### config.mk
export PLATFORM = sky130hd
export DESIGN_NAME = cel_frame_rle_decoder_unit
export DESIGN_NICKNAME = d
export VERILOG_FILES = /design/src/hdl/cfdec_pkg.sv /design/src/hdl/cfdec_in_stage.sv /design/src/hdl/cfdec_decode.sv /design/src/hdl/cfdec_out_stage.sv /design/src/hdl/cel_frame_rle_decoder_unit.sv
export SDC_FILE = /design/constraint.sdc
export NUM_CORES = 1
export LEC_CHECK = 0
export ABC_AREA = 1
export BUFFER_PORTS_ARGS = -buffer_cell sky130_fd_sc_hd__buf_2
export CAP_MARGIN = 0
export CELL_PAD_IN_SITES_DETAIL_PLACEMENT = 1
export CELL_PAD_IN_SITES_GLOBAL_PLACEMENT = 2
export CORE_UTILIZATION = 33
export CTS_BUF_LIST = sky130_fd_sc_hd__clkbuf_8
export DETAILED_ROUTE_END_ITERATION = 8
export PLACE_DENSITY_LB_ADDON = 0.1
export SYNTH_ARGS = -nofsm -noshare
export SYNTH_HDL_FRONTEND = slang
export SYNTH_SLANG_ARGS = --single-unit
### constraint.sdc
create_clock -name clk -period 3.9 [get_ports clk]
set_clock_uncertainty 0.05 [all_clocks]
set_input_delay 1.17 -clock clk [delete_from_list [all_inputs] [get_ports clk]]
set_output_delay 1.17 -clock clk [all_outputs]
set_load 0.1 [all_outputs]
### src/hdl/cfdec_pkg.sv
// Shared types, codes and sizing constants of the run-length frame decoder.
`timescale 1ns / 1ps
`default_nettype none
package cfdec_pkg;

  localparam int MAX_WIDTH = 1024;
  localparam int MAX_ROWS  = 1024;

  // Column counter holds 0..MAX_WIDTH, row counter holds 0..MAX_ROWS-1.
  localparam int COL_W = $clog2(MAX_WIDTH + 1);
  localparam int ROW_W = (MAX_ROWS > 1) ? $clog2(MAX_ROWS) : 1;
  // Column sum must hold a full line plus the longest run of 128.
  localparam int SUM_W = ((COL_W > 8) ? COL_W : 8) + 1;

  localparam int CFG_IDX_W = 1;
  localparam int CFG_DATA_W = 11;
  localparam logic [CFG_IDX_W-1:0] CFG_FRAME_WIDTH = 1'd0;
  localparam logic [CFG_IDX_W-1:0] CFG_CLIPPED_MODE = 1'd1;

  localparam logic [10:0] FRAME_WIDTH_RESET = 11'd32;
  localparam logic [7:0] CTRL_LITERAL_MAX = 8'h7F;
  localparam logic [7:0] CTRL_ZERO = 8'h00;
  localparam logic [15:0] MIN_DATA_OFFSET = 16'd2;

  typedef enum logic [2:0] {
    PH_START    = 3'd0,
    PH_HDR_HIGH = 3'd1,
    PH_SKIP     = 3'd2,
    PH_CTRL     = 3'd3,
    PH_LIT      = 3'd4,
    PH_ERR      = 3'd5
  } phase_t;

  typedef enum logic [1:0] {
    KIND_RUN   = 2'd0,
    KIND_COLOR = 2'd1,
    KIND_NONE  = 2'd2
  } kind_t;

  typedef enum logic [2:0] {
    ST_OK         = 3'd0,
    ST_ZERO_COUNT = 3'd1,
    ST_OVERFLOW   = 3'd2,
    ST_TRUNCATED  = 3'd3,
    ST_INCOMPLETE = 3'd4
  } status_t;

  typedef struct packed {
    logic [7:0] data_byte;
    logic       last_byte;
  } in_beat_t;

  typedef struct packed {
    kind_t      item_kind;
    logic [7:0] color_index;
    logic [7:0] run_length;
    logic [9:0] row_index;
    logic       line_end;
    logic       frame_end;
    status_t    status;
  } result_t;

endpackage
`default_nettype wire

### src/hdl/cfdec_in_stage.sv
// Input register of the decoder: holds one accepted byte until decode takes it.
`timescale 1ns / 1ps
`default_nettype none
module cfdec_in_stage
  import cfdec_pkg::*;
(
  input  wire logic     clk,
  input  wire logic     rst,
  input  wire logic     s_tvalid,
  output logic          s_tready,
  input  wire in_beat_t s_beat,
  output logic          held_valid,
  output in_beat_t      held_beat,
  input  wire logic     consume
);

  // The register may refill in the same cycle that decode consumes it.
  assign s_tready = !held_valid || consume;

  always_ff @(posedge clk) begin
    if (rst) begin
      held_valid <= 1'b0;
    end else if (s_tready) begin
      held_valid <= s_tvalid;
    end
  end

  always_ff @(posedge clk) begin
    if (s_tready && s_tvalid) begin
      held_beat <= s_beat;
    end
  end

endmodule
`default_nettype wire

### src/hdl/cfdec_decode.sv
// Frame decode: configuration registers, frame state and the per-byte decision.
`timescale 1ns / 1ps
`default_nettype none
module cfdec_decode
  import cfdec_pkg::*;
(
  input  wire logic                  clk,
  input  wire logic                  rst,
  input  wire logic                  cfg_we,
  input  wire logic [CFG_IDX_W-1:0]  cfg_index,
  input  wire logic [CFG_DATA_W-1:0] cfg_data,
  input  wire logic                  held_valid,
  input  wire in_beat_t              held_beat,
  output logic                       consume,
  input  wire logic                  out_space,
  output logic                       res_load,
  output result_t                    res
);

  logic [10:0] frame_width;
  logic        clipped_mode;

  phase_t           phase, phase_next;
  logic [7:0]       offset_low_byte, offset_low_byte_next;
  logic [15:0]      byte_position, byte_position_next;
  logic [15:0]      data_start, data_start_next;
  logic [6:0]       literal_remaining, literal_remaining_next;
  logic [COL_W-1:0] column_count, column_count_next;
  logic [ROW_W-1:0] row_count, row_count_next;

  logic [COL_W-1:0] eff_width;
  logic             emit;

  always_ff @(posedge clk) begin
    if (rst) begin
      frame_width  <= FRAME_WIDTH_RESET;
      clipped_mode <= 1'b0;
    end else if (cfg_we) begin
      case (cfg_index)
        CFG_FRAME_WIDTH:  frame_width <= cfg_data[10:0];
        CFG_CLIPPED_MODE: clipped_mode <= cfg_data[0];
        default: ;
      endcase
    end
  end

  always_comb begin
    if (frame_width == 11'd0) begin
      eff_width = COL_W'(1);
    end else if (32'(frame_width) > MAX_WIDTH) begin
      eff_width = COL_W'(MAX_WIDTH);
    end else begin
      eff_width = COL_W'(frame_width);
    end
  end

  always_comb begin
    logic             ctrl;
    logic             add_en;
    logic             add_color;
    logic             group_end;
    logic [7:0]       add_n;
    logic [7:0]       b;
    logic [15:0]      offset;
    logic [15:0]      pos_inc;
    logic [6:0]       lit_dec;
    logic [SUM_W-1:0] col_sum;

    b = held_beat.data_byte;
    ctrl = 1'b0;
    add_en = 1'b0;
    add_color = 1'b0;
    group_end = 1'b0;
    add_n = 8'd0;
    offset = 16'd0;
    pos_inc = byte_position + 16'd1;
    lit_dec = literal_remaining - 7'd1;
    col_sum = '0;

    phase_next = phase;
    offset_low_byte_next = offset_low_byte;
    byte_position_next = byte_position;
    data_start_next = data_start;
    literal_remaining_next = literal_remaining;
    column_count_next = column_count;
    row_count_next = row_count;

    emit = 1'b0;
    res.item_kind = KIND_NONE;
    res.color_index = 8'd0;
    res.run_length = 8'd0;
    res.row_index = 10'(row_count);
    res.line_end = 1'b0;
    res.frame_end = held_beat.last_byte;
    res.status = ST_OK;

    case (phase)
      PH_START: begin
        if (clipped_mode) begin
          offset_low_byte_next = b;
          byte_position_next = 16'd1;
          phase_next = PH_HDR_HIGH;
        end else begin
          ctrl = 1'b1;
        end
      end
      PH_HDR_HIGH: begin
        offset = {b, offset_low_byte};
        if (offset < MIN_DATA_OFFSET) begin
          offset = MIN_DATA_OFFSET;
        end
        data_start_next = offset;
        byte_position_next = 16'd2;
        phase_next = (offset == MIN_DATA_OFFSET) ? PH_CTRL : PH_SKIP;
      end
      PH_SKIP: begin
        byte_position_next = pos_inc;
        if (pos_inc >= data_start) begin
          phase_next = PH_CTRL;
        end
      end
      PH_CTRL: begin
        ctrl = 1'b1;
      end
      PH_LIT: begin
        literal_remaining_next = lit_dec;
        add_en = 1'b1;
        add_color = 1'b1;
        add_n = 8'd1;
        group_end = (lit_dec == 7'd0);
      end
      default: ;
    endcase

    if (ctrl) begin
      phase_next = PH_CTRL;
      if (b > CTRL_LITERAL_MAX) begin
        // Two's complement of the byte is 256 minus it: 1..128.
        add_en = 1'b1;
        add_n = 8'd0 - b;
        group_end = 1'b1;
      end else if (b == CTRL_ZERO) begin
        emit = 1'b1;
        res.status = ST_ZERO_COUNT;
      end else begin
        literal_remaining_next = b[6:0];
        phase_next = PH_LIT;
      end
    end

    if (add_en) begin
      emit = 1'b1;
      col_sum = SUM_W'(column_count) + SUM_W'(add_n);
      if (col_sum > SUM_W'(eff_width)) begin
        res.status = ST_OVERFLOW;
        phase_next = PH_ERR;
      end else begin
        column_count_next = COL_W'(col_sum);
        if (group_end && col_sum == SUM_W'(eff_width)) begin
          res.line_end = 1'b1;
          column_count_next = '0;
          if (32'(row_count) < MAX_ROWS - 1) begin
            row_count_next = row_count + ROW_W'(1);
          end
        end
        if (add_color) begin
          res.item_kind = KIND_COLOR;
          res.color_index = b;
          res.run_length = 8'd1;
          if (lit_dec == 7'd0) begin
            phase_next = PH_CTRL;
          end
        end else begin
          res.item_kind = KIND_RUN;
          res.run_length = add_n;
        end
      end
    end

    if (held_beat.last_byte) begin
      emit = 1'b1;
      if (phase_next == PH_ERR) begin
        res.status = ST_OVERFLOW;
      end else if (phase_next == PH_LIT) begin
        res.status = ST_TRUNCATED;
      end else if (phase_next == PH_CTRL && column_count_next != '0) begin
        res.status = ST_INCOMPLETE;
      end
      phase_next = PH_START;
      offset_low_byte_next = 8'd0;
      byte_position_next = 16'd0;
      data_start_next = 16'd0;
      literal_remaining_next = 7'd0;
      column_count_next = '0;
      row_count_next = '0;
    end
  end

  // A byte that gives no result never waits for the output register.
  assign consume  = held_valid && (!emit || out_space);
  assign res_load = held_valid && emit && out_space;

  always_ff @(posedge clk) begin
    if (rst) begin
      phase <= PH_START;
      offset_low_byte <= 8'd0;
      byte_position <= 16'd0;
      data_start <= 16'd0;
      literal_remaining <= 7'd0;
      column_count <= '0;
      row_count <= '0;
    end else if (consume) begin
      phase <= phase_next;
      offset_low_byte <= offset_low_byte_next;
      byte_position <= byte_position_next;
      data_start <= data_start_next;
      literal_remaining <= literal_remaining_next;
      column_count <= column_count_next;
      row_count <= row_count_next;
    end
  end

  a_last_clears_frame: assert property (@(posedge clk) disable iff (rst)
    consume && held_beat.last_byte |=>
      phase == PH_START && column_count == '0 && row_count == '0)
    else $error("frame state not cleared after last byte");

  a_literal_pending: assert property (@(posedge clk) disable iff (rst)
    phase == PH_LIT |-> literal_remaining != 7'd0)
    else $error("literal phase with no bytes pending");

  a_result_has_room: assert property (@(posedge clk) disable iff (rst)
    consume && emit |-> out_space && res_load)
    else $error("result produced without room in output register");

endmodule
`default_nettype wire

### src/hdl/cfdec_out_stage.sv
// Result register of the decoder: holds one result beat until the receiver takes it.
`timescale 1ns / 1ps
`default_nettype none
module cfdec_out_stage
  import cfdec_pkg::*;
(
  input  wire logic    clk,
  input  wire logic    rst,
  input  wire logic    res_load,
  input  wire result_t res,
  output logic         out_space,
  output logic         m_tvalid,
  input  wire logic    m_tready,
  output result_t      m_res
);

  // Room whenever empty or the held beat leaves this cycle.
  assign out_space = !m_tvalid || m_tready;

  always_ff @(posedge clk) begin
    if (rst) begin
      m_tvalid <= 1'b0;
    end else if (out_space) begin
      m_tvalid <= res_load;
    end
  end

  always_ff @(posedge clk) begin
    if (out_space && res_load) begin
      m_res <= res;
    end
  end

endmodule
`default_nettype wire

### src/hdl/cel_frame_rle_decoder_unit.sv
// Top level of the run-length sprite frame decoder.
//
// Encoded frame bytes enter on the s_ stream, one byte per beat, with s_tlast on
// the final byte of a frame. Each byte gives zero or one result beat on the m_
// stream: a transparent run, a color pixel, or a status-only beat. m_tlast marks
// the result of the frame's last byte. Frame width and header mode are written
// through cfg_we/cfg_index/cfg_data between frames; the header mode is taken at
// the first byte of each frame.
// The path is an input register, one level of decode logic and a result register,
// so a result beat is decoded from its byte in the input register and loaded into
// the result register, and one byte is taken every cycle while the receiver keeps
// up. Bytes that give no result (header, skipped and literal-count bytes, bytes
// dropped after an error) pass decode without waiting for the result register.
// Reset clears both stream registers and the frame state; the width returns to 32
// and the header mode to off. When the receiver holds m_tready low the result
// register keeps its beat, decode stops on the next byte that has a result, and
// s_tready falls once the input register is also full.
`timescale 1ns / 1ps
`default_nettype none
module cel_frame_rle_decoder_unit
  import cfdec_pkg::*;
(
  input  wire logic                  clk,
  input  wire logic                  rst,
  input  wire logic                  cfg_we,
  input  wire logic [CFG_IDX_W-1:0]  cfg_index,
  input  wire logic [CFG_DATA_W-1:0] cfg_data,
  input  wire logic                  s_tvalid,
  output logic                       s_tready,
  input  wire logic [7:0]            s_tdata,   // data_byte
  input  wire logic                  s_tlast,
  output logic                       m_tvalid,
  input  wire logic                  m_tready,
  // color_index[7:0], run_length[15:8], row_index[25:16], line_end[26],
  // status[29:27], zero fill[31:30]
  output logic [31:0]                m_tdata,
  output logic [1:0]                 m_tuser,   // item_kind
  output logic                       m_tlast
);

  in_beat_t s_beat;
  in_beat_t held_beat;
  logic     held_valid;
  logic     consume;
  logic     out_space;
  logic     res_load;
  result_t  res;
  result_t  m_res;

  assign s_beat.data_byte = s_tdata;
  assign s_beat.last_byte = s_tlast;

  cfdec_in_stage u_in_stage (
    .clk        (clk),
    .rst        (rst),
    .s_tvalid   (s_tvalid),
    .s_tready   (s_tready),
    .s_beat     (s_beat),
    .held_valid (held_valid),
    .held_beat  (held_beat),
    .consume    (consume)
  );

  cfdec_decode u_decode (
    .clk        (clk),
    .rst        (rst),
    .cfg_we     (cfg_we),
    .cfg_index  (cfg_index),
    .cfg_data   (cfg_data),
    .held_valid (held_valid),
    .held_beat  (held_beat),
    .consume    (consume),
    .out_space  (out_space),
    .res_load   (res_load),
    .res        (res)
  );

  cfdec_out_stage u_out_stage (
    .clk       (clk),
    .rst       (rst),
    .res_load  (res_load),
    .res       (res),
    .out_space (out_space),
    .m_tvalid  (m_tvalid),
    .m_tready  (m_tready),
    .m_res     (m_res)
  );

  assign m_tdata = {2'b00, m_res.status, m_res.line_end, m_res.row_index,
                    m_res.run_length, m_res.color_index};
  assign m_tuser = m_res.item_kind;
  assign m_tlast = m_res.frame_end;

endmodule
`default_nettype wire

==> results.toml <==
[outcome]
status = "complete, but fails checks"
violations = "setup timing"

[pwr]
clockPowerShare = 0.381
p_int_w = 0.00254
p_leak_nw = 4.41
power.density_nw_per_um2 = 369
swShare = 0.312
pwr-share-comb = 0.228
p_switching_w = 0.00115
p_total_w = 0.00369
worst_ir_drop_vdd_uv = 208
sequentialPowerShare = 0.391

[clock_network]
cts_hold_buffers = 0
cts.clk_slew.worst_paths_ns = 0.09
cts_max_level = 4
cts_buffers = 17
cts_tree = "done"
cts_root_buffer = "clkbuf_8"
cts.sinks = 127
clk_latency_ns = 0.45
cts_max_path_buffers = 2

[placed_design]
dpl_cell_area_um2 = 8380
dp_cells = 1331
place_ws_ns = -0.609
dpl.hpwl_um = 15900
place_congestion = 0.818
port_buffers = 60

[critical_path]
arrival_ns = 4.56
cpMaxStageDelayCell = "edfxtp_1"
critPathMaxStageDelay_ns = 0.43
r2r_start = "u_in_stage.held_beat[3]"
required_ns = 4.04
worstPathMaxFanout = 6
r2r_slack_ns = -0.51
cp-start-kind = "register"
endpoint_kind = "register"
critical_path_class = "register to register"
worstReg2RegEnd = "u_out_stage.m_res[0]"
r2r_cells = 34
crit_path_frequent_cell = "nor2_4"

[cells_and_area]
drive_gt1_frac = 0.363
syn_to_final_growth_pct = 43.2
final_cell_count_no_fill = 1395
num_antenna_cells = 0
finalNetCount = 1179
fin_area_um2 = 9990

[synthesis]
avgSynthCellArea_um2 = 7.65
synth_seq_cells = 127
async_reset_ff_frac = 0
syn_inst = 912
ys_seq_area_frac = 0.425
synthTopCellsByCount = "nand2_1 (221), nor2_1 (100), inv_1 (95), a21oi_1 (89), dfxtp_1 (85)"
synth_most_common_cell = "nand2_1"
ys.flop_type = "dfxtp_1"
synth_area_leaders = "dfxtp_1 (24%), edfxtp_1 (18%), nand2_1 (12%)"
yosysUniqueCellTypes = 47
synth_top_cell_by_area = "dfxtp_1"
netlist_area_um2 = 6980
ys_warn_count = 0
synth_edf_count = 42
synth_top_cell_area_share = 0.244

[global_routing]
grt_start_max_net_pins = 58
antenna_found_initial = 0
grt.total_usage = 0.209
grt_pass1_vias = 7013
grt_pass1_wl_um = 35400
grt_overflow_total = 0

[drt]
postRouteAntennaNets = 0
routed_wl_um = 23000
route.detailed.wl_per_inst_um = 16.5
via_per_inst = 4.86
vias = 6784
drt_iter0_markers = 224
drt_drc_violations_left = 0
detail_route.first_pass.iterations = 4

[sta]
period_needed_ns = 4.41
min_period_over_period = 1.13
fmax_ghz = 0.227
hold_viol = 0
tightest_slew_ns = 0.803
tns_ns = -9.59
fin_ws_ns = -0.513
maxSlewHeadroom = 0.463
rsz0062_at_grt = "true"
final-setup-viol-count = 43
slew_viol_final = 0

[worst_hold_path]
min_to = "u_decode.data_start[2]"
hold_path_class = "register to register"
holdPathStages = 2
worstHoldStart = "u_decode.data_start[2]"

[die]
die_h_um = 147
die_area_um2 = 21700
rows = 52
initial_utilization = 0.340
die_w_um = 147
ios = 63
core_area_um2 = 20500

[job]
max_cap_viol_count = 0
-- metal layers --
metal | GRT usage | share of wire | up-vias
li1 | - | - | 3385
met1 | 0.246 | 0.43 | 3289
met2 | 0.383 | 0.53 | 86
met3 | 0.0395 | 0.023 | 24
met4 | 0.0577 | 0.017 | 0
met5 | 0 | 0 | -
-- cell usage in the layout, fill, tap and decap left out, types with 14 or more instances in the layout --
master    instances
nand2_1         182
buf_4           129
dfxtp_1          84
inv_1            83
nor2_1           77
a21oi_1          76
buf_2            60
edfxtp_1         42
nand3_1          38
o21ai_0          38
nand2_2          31
ha_1             30
xor2_1           18
nand2_4          17
clkbuf_8         17
buf_6            17
nor2_4           14
-- worst max path at each step --
stage	from	endpoint	depth (start not counted)
after floorplan	u_in_stage.held_beat[1]	u_out_stage.m_res[0]	33
after global placement	u_in_stage.held_beat[2]	u_out_stage.m_res[2]	32
after detailed placement	u_in_stage.held_beat[2]	u_out_stage.m_res[2]	32
after CTS	u_in_stage.held_beat[2]	u_out_stage.m_res[0]	32
after global routing	u_in_stage.held_beat[3]	u_out_stage.m_res[0]	32
final	u_in_stage.held_beat[3]	u_out_stage.m_res[0]	34
-- power groups by stage --
stage	Clock, W	Sequential, W	Combinational (W)
after global routing	0.00149	0.00144	0.000907
after floorplan	0	0.00158	0.000301
after CTS	0.00144	0.00144	0.000757
after global placement	0	0.00147	0.000650
final	0.00140	0.00144	0.000842
after detailed placement	0	0.00147	0.000655
-- worst max-delay path: cells and delay by family (launching register included) --
kind                       cells  cell delay (ns)
buffers and inverters          4             0.47
DFF                            1             0.43
adders and majority gates      2             0.54
and+or+nand+nor               26             2.34
AOI/OAI and AO/OA              1             0.11
xor gates and xnor gates       1             0.19
-- state kept, by name, indices dropped and copies added, names as in the netlist --
name,count
u_decode.byte_position,16
u_decode.clipped_mode,1
u_decode.column_count,11
u_decode.data_start,16
u_decode.frame_width,11
u_decode.literal_remaining,7
u_decode.offset_low_byte,8
u_decode.phase,3
u_decode.row_count,10
u_in_stage.held_beat,9
u_in_stage.held_valid,1
u_out_stage.m_res,33
u_out_stage.m_tvalid,1
-- metrics by stage --
step,hold WS (ns),utilization
final,0.420,0.488
after global routing,0.434,0.488
after CTS,0.419,0.462
after detailed placement,0.406,0.409
after global placement,0.404,0.409
after floorplan,0.375,-
-- layout make-up --
class                   instances  area [um^2]
clock buffers                  17          234
clock inverters                15          244
fillers                      2462        10500
inverters                     101          395
multi-input cells             659         4360
flip-flops and latches        127         2960
well taps                     270          338
repair buffers                206         1460
-- kinds of logic (layout without fill, tap and decap cells) --
kind of cell | Yosys count | in the layout | share of synthesized area
buffers and inverters | 128 | 339 | 0.0749
adders and majority gates | 41 | 41 | 0.0746
AOI/OAI and AO/OA | 151 | 151 | 0.116
DFF | 127 | 127 | 0.425
xor gates and xnor gates | 29 | 29 | 0.0364
other | 1 | 2 | 0.000537
and+or+nand+nor | 435 | 436 | 0.273
-- what timing repair did --
action                                  in CTS  in global routing
resized for setup                           96                108
buffers inserted                            29                 13
endpoints found under the setup margin      44                 46
pin swaps                                   27                 51
hold endpoints to repair                     0                  0
gates cloned                                 2                  0
No activity file was read; power rests on OpenSTA's default activity.
